[src/rtl/core/sis_pkg.sv]
// ----------------------------------------------------------------------------
// sis_pkg: shared types for the sorted insertion store
// Word formats, opcode and status codes, controller states and the
// command / status groups between controller and datapath.
// ----------------------------------------------------------------------------
package sis_pkg;

   localparam int unsigned VALUE_W = 32;

   typedef enum logic {
      OP_INSERT = 1'b0,
      OP_DRAIN  = 1'b1
   } op_type;

   typedef enum logic [1:0] {
      STAT_INSERTED = 2'd0,
      STAT_DROPPED  = 2'd1,
      STAT_DRAINED  = 2'd2,
      STAT_EMPTY    = 2'd3
   } status_type;

   typedef enum logic {
      CTL_IDLE  = 1'b0,
      CTL_DRAIN = 1'b1
   } state_type;

   // request word
   typedef struct packed {
      op_type                     opcode;
      logic signed [VALUE_W-1:0]  value;
   } req_type;

   // result word
   typedef struct packed {
      status_type                 status;
      logic signed [VALUE_W-1:0]  entry_value;
      logic                       last;
   } rsp_type;

   // controller to datapath
   typedef struct packed {
      logic insert;   // place the request value in order
      logic shift;    // pop the head entry, move all cells down
   } dp_cmd_type;

   // datapath to controller
   typedef struct packed {
      logic                       empty;
      logic                       full;
      logic                       last;   // exactly one entry left
      logic signed [VALUE_W-1:0]  head;
   } dp_status_type;

endpackage

[src/rtl/core/sis_datapath.sv]
// ----------------------------------------------------------------------------
// sis_datapath: row of compare-and-shift cells
// Each cell compares its entry against the incoming value; an insert
// opens a gap at the first entry not smaller and shifts the tail up.
// A drain pops the head and moves every cell down by one.
// ----------------------------------------------------------------------------
module sis_datapath #(
   parameter int unsigned DEPTH = 32
) (
   input  logic                               clock,
   input  logic                               reset,
   input  sis_pkg::dp_cmd_type                cmd,
   input  logic signed [sis_pkg::VALUE_W-1:0] ins_value,
   output sis_pkg::dp_status_type             status
);
   import sis_pkg::*;

   localparam int unsigned CNT_W = $clog2(DEPTH + 1);

   logic signed [VALUE_W-1:0] entry_ff [DEPTH];
   logic signed [VALUE_W-1:0] entry_in [DEPTH];
   logic        [DEPTH-1:0]   lt;
   logic        [CNT_W-1:0]   count_ff;
   logic        [CNT_W-1:0]   count_in;

   // flag occupied cells holding a value smaller than the new one
   for (genvar i = 0; i < DEPTH; i++) begin : g_cmp
      assign lt[i] = (CNT_W'(i) < count_ff) && (entry_ff[i] < ins_value);
   end

   // select each cell's next entry: keep, take new value, or shift
   for (genvar i = 0; i < DEPTH; i++) begin : g_cell
      always_comb begin
         entry_in[i] = entry_ff[i];
         if (cmd.insert) begin
            if (!lt[i]) begin
               if (i == 0) begin
                  entry_in[i] = ins_value;
               end else begin
                  entry_in[i] = lt[(i == 0) ? 0 : i-1] ? ins_value
                                                       : entry_ff[(i == 0) ? 0 : i-1];
               end
            end
         end else if (cmd.shift) begin
            entry_in[i] = entry_ff[(i == DEPTH-1) ? i : i+1];
         end
      end

      always_ff @(posedge clock) begin
         entry_ff[i] <= entry_in[i];
      end
   end

   // track fill count
   always_comb begin
      count_in = count_ff;
      if (cmd.insert) begin
         count_in = count_ff + CNT_W'(1);
      end else if (cmd.shift) begin
         count_in = count_ff - CNT_W'(1);
      end
   end

   always_ff @(posedge clock) begin
      if (reset) begin
         count_ff <= '0;
      end else begin
         count_ff <= count_in;
      end
   end

   assign status.empty = (count_ff == '0);
   assign status.full  = (count_ff == CNT_W'(DEPTH));
   assign status.last  = (count_ff == CNT_W'(1));
   assign status.head  = entry_ff[0];

   a_count_bound: assert property (@(posedge clock) disable iff (reset)
      count_ff <= CNT_W'(DEPTH))
      else $error("fill count beyond depth");

   a_no_insert_full: assert property (@(posedge clock) disable iff (reset)
      cmd.insert |-> !status.full)
      else $error("insert issued into full store");

   a_no_shift_empty: assert property (@(posedge clock) disable iff (reset)
      cmd.shift |-> !status.empty)
      else $error("pop issued on empty store");

   a_head_order: assert property (@(posedge clock) disable iff (reset)
      (count_ff >= CNT_W'(2)) |-> (entry_ff[0] <= entry_ff[1]))
      else $error("head entries out of order");

endmodule

[src/rtl/core/sis_ctrl.sv]
// ----------------------------------------------------------------------------
// sis_ctrl: request sequencer and result register
// Decodes each request, issues insert or pop commands to the datapath and
// registers at most one result word per cycle.
// ----------------------------------------------------------------------------
module sis_ctrl (
   input  logic                   clock,
   input  logic                   reset,
   input  logic                   start,
   input  sis_pkg::req_type       req_data,
   output logic                   busy,
   output logic                   rsp_valid,
   output sis_pkg::rsp_type       rsp_data,
   output sis_pkg::dp_cmd_type    cmd,
   input  sis_pkg::dp_status_type status
);
   import sis_pkg::*;

   state_type state_ff;
   state_type state_in;
   logic      rsp_valid_ff;
   logic      rsp_valid_in;
   rsp_type   rsp_data_ff;
   rsp_type   rsp_data_in;
   logic      accept;

   assign busy   = (state_ff == CTL_DRAIN);
   assign accept = start && !busy;

   // next state, datapath commands and next result word
   always_comb begin
      state_in     = state_ff;
      cmd          = '0;
      rsp_valid_in = 1'b0;
      rsp_data_in  = '{status: STAT_INSERTED, entry_value: '0, last: 1'b1};
      unique case (state_ff)
         CTL_IDLE: begin
            if (accept) begin
               if (req_data.opcode == OP_INSERT) begin
                  rsp_valid_in = 1'b1;
                  if (status.full) begin
                     rsp_data_in.status = STAT_DROPPED;
                  end else begin
                     cmd.insert = 1'b1;
                  end
               end else if (status.empty) begin
                  rsp_valid_in       = 1'b1;
                  rsp_data_in.status = STAT_EMPTY;
               end else begin
                  state_in = CTL_DRAIN;
               end
            end
         end
         CTL_DRAIN: begin
            cmd.shift               = 1'b1;
            rsp_valid_in            = 1'b1;
            rsp_data_in.status      = STAT_DRAINED;
            rsp_data_in.entry_value = status.head;
            rsp_data_in.last        = status.last;
            if (status.last) begin
               state_in = CTL_IDLE;
            end
         end
         default: begin
            state_in = CTL_IDLE;
         end
      endcase
   end

   always_ff @(posedge clock) begin
      if (reset) begin
         state_ff     <= CTL_IDLE;
         rsp_valid_ff <= 1'b0;
      end else begin
         state_ff     <= state_in;
         rsp_valid_ff <= rsp_valid_in;
      end
   end

   // hold result payload
   always_ff @(posedge clock) begin
      rsp_data_ff <= rsp_data_in;
   end

   assign rsp_valid = rsp_valid_ff;
   assign rsp_data  = rsp_data_ff;

   a_drain_nonempty: assert property (@(posedge clock) disable iff (reset)
      (state_ff == CTL_DRAIN) |-> !status.empty)
      else $error("drain running on empty store");

   a_drain_ends: assert property (@(posedge clock) disable iff (reset)
      (state_ff == CTL_DRAIN && status.last) |=> (state_ff == CTL_IDLE) && rsp_data.last)
      else $error("drain did not close with a last word");

   a_insert_result: assert property (@(posedge clock) disable iff (reset)
      cmd.insert |=> rsp_valid && (rsp_data.status == STAT_INSERTED))
      else $error("insert without inserted result");

endmodule

[src/rtl/core/sorted_insertion_store.sv]
// ----------------------------------------------------------------------------
// sorted_insertion_store: ascending store of signed 32-bit values
// Inserts keep the store sorted; a drain streams all entries in ascending
// order, flags the final one, and empties the store.
// ----------------------------------------------------------------------------
//
//  channel   ports                         direction  handshake
//  request   start, busy, req_data         in         start && !busy
//  result    rsp_valid, rsp_data           out        rsp_valid, one cycle
//
//  Insert: the result word appears the cycle after acceptance and busy
//    stays low, so a new request may follow at once.
//  Drain of N entries: busy is high while the entries are popped, one
//    word per cycle set by the single head pop of the cell row.
//  Drain of an empty store: a single empty word.
//  Reset clears the fill count and the sequencer; no clearing pass.
//  The receiver takes every word as it comes; there is no back-pressure.
//
module sorted_insertion_store #(
   parameter int unsigned DEPTH = 32
) (
   input  logic             clock,
   input  logic             reset,
   input  logic             start,
   input  sis_pkg::req_type req_data,
   output logic             busy,
   output logic             rsp_valid,
   output sis_pkg::rsp_type rsp_data
);
   import sis_pkg::*;

   dp_cmd_type    cmd;
   dp_status_type status;

   sis_ctrl u_ctrl (
      .clock     (clock),
      .reset     (reset),
      .start     (start),
      .req_data  (req_data),
      .busy      (busy),
      .rsp_valid (rsp_valid),
      .rsp_data  (rsp_data),
      .cmd       (cmd),
      .status    (status)
   );

   sis_datapath #(
      .DEPTH (DEPTH)
   ) u_datapath (
      .clock     (clock),
      .reset     (reset),
      .cmd       (cmd),
      .ins_value (req_data.value),
      .status    (status)
   );

endmodule

[config.mk]
export PLATFORM = sky130hd
export DESIGN_NAME = sorted_insertion_store
export DESIGN_NICKNAME = d
export VERILOG_FILES = /design/src/rtl/core/sis_pkg.sv /design/src/rtl/core/sis_datapath.sv /design/src/rtl/core/sis_ctrl.sv /design/src/rtl/core/sorted_insertion_store.sv
export SDC_FILE = /design/constraint.sdc
export NUM_CORES = 2
export LEC_CHECK = 0
export BUFFER_PORTS_ARGS = -buffer_cell sky130_fd_sc_hd__buf_4
export CELL_PAD_IN_SITES_DETAIL_PLACEMENT = 1
export CELL_PAD_IN_SITES_GLOBAL_PLACEMENT = 2
export CORE_AREA = 2 2 417 419
export CTS_CLUSTER_DIAMETER = 200
export DETAILED_ROUTE_END_ITERATION = 7
export DIE_AREA = 0 0 419 421
export PLACE_DENSITY = 0.88
export SYNTH_ARGS = -nofsm -noshare
export SYNTH_HDL_FRONTEND = slang
export SYNTH_HIERARCHICAL = 1
export SYNTH_SLANG_ARGS = --single-unit
export TNS_END_PERCENT = 50
[constraint.sdc]
create_clock -name clock -period 6.25 [get_ports clock]
set_input_delay 0.625 -clock clock [delete_from_list [all_inputs] [get_ports clock]]
set_output_delay 0.625 -clock clock [all_outputs]
set_load 0.01 [all_outputs]
# Word-level counts from Yosys, hierarchy flattened
# Memories as Yosys holds them, arrays and structs flattened.
# Index checks and enable logic that the tools add are counted.
dict set report totals {
  ff_bits 43
  latch_bits 0
  rom_bits 0
  memories 1
  elab_cells 259
  in_bits 36
  ramBits 1024
  output_inout_bits 37
}
dict set report op_classes {
  n_mul 0
  addsub 2
  n_reduce_logical 36
  order_cmp 64
  n_eq_ne 2
  div_mod_pow 0
  shift 0
  bitwise 1
  mux 147
}
# name depth word_bits read_ports rd_clocked_by_memory_dff wr line_no
set mem_list {}
lappend mem_list {u_datapath.entry_ff 32 32 32 0 32 sis_datapath.sv:20} ;# logic signed [VALUE_W-1:0] entry_ff [DEPTH];
# operator n
set ops {}
lappend ops {{$mux W32} 126}
lappend ops {{$lt A32 B32 Y1} 32}
lappend ops {{$lt A5 B6 Y1 const A} 16}
lappend ops {{$lt A4 B6 Y1 const A} 8}
lappend ops {{$logic_and A1 B1 Y1} 33}
lappend ops {{$lt A3 B6 Y1 const A} 4}
lappend ops {{$mux W1} 13}
lappend ops {{$lt A1 B6 Y1 const A} 2}
lappend ops {{$lt A2 B6 Y1 const A} 2}
lappend ops {{$mux W6} 2}
lappend ops {{$add A6 B1 Y6 const B} 1}
lappend ops {{$eq A6 B1 Y1 const B} 1}
lappend ops {{$eq A6 B6 Y1 const B} 1}
lappend ops {{$logic_not A6 Y1} 1}
lappend ops {{$mux W2} 3}
lappend ops {{$sub A6 B1 Y6 const B} 1}
lappend ops {{$pmux W1 S2} 2}
lappend ops {{$pmux W2 S2} 1}
lappend ops {{$reduce_bool A2 Y1} 1}
lappend ops {{$logic_not A1 Y1} 1}
lappend ops {{$not A1 Y1} 1}

# Logic depth before layout (Yosys ltp)
dict set report logic_depth {
  word_depth 6
  mapped_depth 13
  depth_no_buf 11
}

# Hierarchy
# Netlist, hierarchy kept.
# module seq_area_each_um2 cells_per_inst n_inst area_per_inst_um2
set modules_own_cells {}
lappend modules_own_cells {sis_datapath 30869.6 7033 1 74226.2}
lappend modules_own_cells {sis_ctrl 740.7 84 1 1029.7}

# Worst setup path after synthesis
# No wires, ideal clock.
dict set report synth_timing {
  path_kind {input to register}
  start {in req_data[17] (netlist name)}
  end {mem u_datapath.entry_ff[31][0], in the netlist u_datapath/entry_ff[3][224], enable pin}
  arrival_time_ps 5263
  setup_ps 480
  cell_stages 10
  n_path_buf 0
  required_time_ps 5770
  path_slack_ps 507
  cell_sequence {inv_1 -> ha_1 -> a21o_1 -> a21o_1 -> a211oi_1 -> o21bai_1 -> a21o_1 -> a31oi_1 -> a211oi_1 -> a311oi_1}
}
# item line_no
set synth_lines {}
lappend synth_lines {{start: declaration} sorted_insertion_store.sv:25} ;# input sis_pkg::req_type req_data,
lappend synth_lines {{end: declaration} sis_datapath.sv:20}

==> results.md <==
- Run status: completed
- Crit-path most repeated cell: buf_4
- Die Area: ~180000 um2
- Reg2reg path depth: 11
- Initial Util: 0.4363
- Cell Area, Synth: 75260 um2
- Critical setup path kind: in2reg
- Worst path depth: 12
- Port Buffers: approximately 70
- CTS H-tree depth: 4
- Critical Path AT: ~5.4 ns
- Syn nets: 8148
- Buf/Inv on CP: 4
- Detailed Routing Iterations Pass 1: 6
- Top delay family on crit path: simple AND/OR/NAND/NOR gates
- DR vias/cell: 6.514
- Core ar.: approximately 170000 um2
- Post-synthesis sequential area ratio: 0.4200
- ANT nets after route: 0
- Final Hold Fails: 0
- R2R Setup Slk: approximately 1.5 ns
- Setup TNS: 0 ns
- Fill cells: about 19000
- Crit path time final: ~4.9 ns
- Initial antenna violation count: 10
- Crit share post-route: 0.7871
- CTS tree: done
- Clk_lat worst skew: 0.80 ns
- FF/Latch Area: between 30000 and 40000 um2
- Total Power: around 30 mW
- IO Pins: 73
- CP Capture Type: flip-flop
- Final setup violation count: 0
- Register bit total from synthesis: 1067
- EDFF count, synth: approximately 1000
- CTS Hold Buffers Added: 0
- Hold Crit Endpoint: u_ctrl/rsp_data[34]
- Worst r2r dst: u_datapath/entry_ff[1][194]
- Clock Root Buffer: clkbuf_16
- Vias in the first global route: around 64000
- Critical R2R Launch: u_datapath/entry_ff[1][165]
- Setup Skew: 0.02996 ns
- Max_slew headroom: 0.1145
- Total wire length: ~250 mm
- Setup bufs post-CTS: 0
- Avg WL per Cell: roughly 27 um
- Via Count: 61277
- RSZ-0062 raised after global routing: false
- Asr flop ratio synth: 0
- Reg clk slew, reported paths: approximately 0.07 ns
- CP max FO: 32
- Grt total ovfl: 0
- Post-Synthesis Cells: 7117
- Path category of the worst min-delay check: in2reg
- Die Wd: approximately 420 um
- Max cap viols: 0
- Clk sinks: between 1000 and 1500
- Die height: approximately 420 um
- Global-route wire length before repair: between 300 and 400 mm
- DP HPWL: roughly 190 mm
- HP Start: start
- Critical Path RT: roughly 6.7 ns
- Worst path slowest cell: nor4_1
- Mean Syn Cell Area: 10.57 um2
- Largest net degree at the start of global routing: just over 200
- Startpoint types: input port
- FMAX: 203.3 MHz
- Max clock buf depth: 3
- DRT iter0 DRCs: roughly 4800
- CP Cell Sequence: buf_4, inv_1, buf_4, ha_1, nand4_1, nor4_1, nand2_1, nor4_1, or4b_2, a21oi_1, nor2_4, buf_4
- Worst stage delay on the critical path: roughly 0.83 ns
- Ys flop type: edfxtp_1
- Syn. warnings: 6
- Routability cong.: ~0.90
- Final Max Tran Viols: 0
- Slew @ Worst Pin: roughly 1.3 ns
- Commonest non-fill, non-tap cell in the layout: edfxtp_1
- FP Rows: roughly 150
- Commonest cells after routing, fill and taps aside: 1024 x edfxtp_1, 995 x ha_1, 569 x nor2_1, 498 x nand2_1, 487 x a221o_1
- DRC errors left: 0
- Placed cell count: a little over 9000
- Proportion of layout cells with a drive suffix above 1: 0.08456
- GRT Util Overall: 0.2815
- Worst VDD drop: roughly 0.00030 V
- Leak: around 36 nW
- Total CTS buffers: around 130
- Hold WS: between 0.1 and 0.15 ns
- Multi-input combinational cell area: about 42000 um2
- Final #Nets: approximately 8000
- Cell Count, Final, Fillers Out: 9407
- Unique cell type count in the Yosys netlist: 75
- Post-CTS Resized: 0
- Power per cell area: 362.2 nW/um2
- WHS Path Cells: 2
- Area Growth Syn to Fin: 9.834%
-- per-stage QoR --
stage          worst slack, ns  cell area (um2)    util
2_1_floorplan           0.5067            75260       -
3_5_place_dp            0.4516            78670  0.4561
4_1_cts                  1.269            82630  0.4791
6_report                 1.330            82660  0.4792
5_1_grt                  1.123            82650  0.4792
3_3_place_gp            0.5291            78670  0.4561
-- where the power goes --
part	total (mW)	leakage (nW)	internal, mW	switching [mW]
Sequential	12.1	10.0	10.5	1.62
Combinational	10.4	24.1	4.10	6.32
Clock	7.39	1.94	4.18	3.21
Total	29.9	36.1	18.8	11.2
-- cell usage after synthesis, types with 12 or more instances --
cell	n	area [um2]
nor3_1	180	900.9
and2_1	38	237.7
a21o_1	352	2643
ha_1	995	12450
a31oi_1	129	807.0
buf_2	90	450.4
buf_1	35	131.4
o21ai_1	48	240.2
nor2_1	604	2267
nand2_1	498	1869
a211o_1	45	394.1
a21oi_1	493	2467
edfxtp_1	1024	30750
clkbuf_1	386	1449
mux2i_1	380	3804
buf_4	39	292.8
nor2b_1	32	200.2
a221oi_1	25	219.0
and3_1	104	650.6
dfxtp_1	43	860.8
inv_1	71	266.5
mux2_2	34	382.9
o21ai_0	198	991.0
and4_1	138	1209
a211oi_1	33	247.7
or3_1	12	75.07
a221o_1	487	4875
nor4_1	60	375.4
nand3_1	120	600.6
nand2b_1	45	281.5
or2_2	14	87.58
nand4_1	173	1082
o211ai_1	31	232.7
-- worst reg2reg max path, cell delays in order (launching register included) --
cell and delay [ns]:
edfxtp_1 0.43, ha_1 0.32, a21o_1 0.18, a21o_1 0.18, a2111oi_0 0.69, o21ai_0 0.47, a311oi_1 0.80, and4b_1 0.31
buf_4 0.37, or2_1 0.23, buf_4 0.40, a221o_1 0.24
-- worst max path at each step --
| stage | from | endpoint | slack [ns] |
|---|---|---|---|
| global placement | req_data[31] | u_datapath/entry_ff[0][161] | 0.53 |
| detailed placement | req_data[31] | u_datapath/entry_ff[0][161] | 0.45 |
| finish | req_data[31] | u_datapath/entry_ff[0][165] | 1.33 |
| CTS | req_data[31] | u_datapath/entry_ff[0][187] | 1.27 |
| floorplan | req_data[17] | u_datapath/entry_ff[3][224] | 0.51 |
| global route | req_data[31] | u_datapath/entry_ff[0][187] | 1.12 |
-- area by class of cell --
type                    instances  area share
multi-input cells            5421      0.5024
flip-flops and latches       1067      0.3824
clock buffers                 182     0.04414
well taps                    2325     0.03519
repair buffers                281     0.02840
clock inverters                50    0.003799
inverters                      71    0.003315
diodes                         10   0.0003027
-- cell families after synthesis --
group | Yosys count | share of synthesized area
compound gates | 1947 | 0.1864
xor+xnor | 7 | 0.0008147
fa+ha+maj | 995 | 0.1654
buf+inv | 629 | 0.03553
flops | 1067 | 0.4200
mux | 420 | 0.05708
simple gates | 2052 | 0.1348
-- metal layers --
layer / share of wire / wire (um) / track usage / vias up
met5: 0.00012 / 30 / 0 / -
li1: - / - / - / 27808
met4: 0.044 / 11080 / 0.1259 / 4
met2: 0.49 / 125500 / 0.4815 / 1888
met3: 0.049 / 12520 / 0.03526 / 450
met1: 0.41 / 104800 / 0.3542 / 31127
-- flip-flops by register name, indices dropped and copies added (netlist names) --
register,flops
u_datapath/count_ff,6
u_ctrl/busy,1
u_ctrl/rsp_data,35
u_ctrl/rsp_valid,1
u_datapath/entry_ff,1024
No activity file was read; power rests on OpenSTA's default activity.
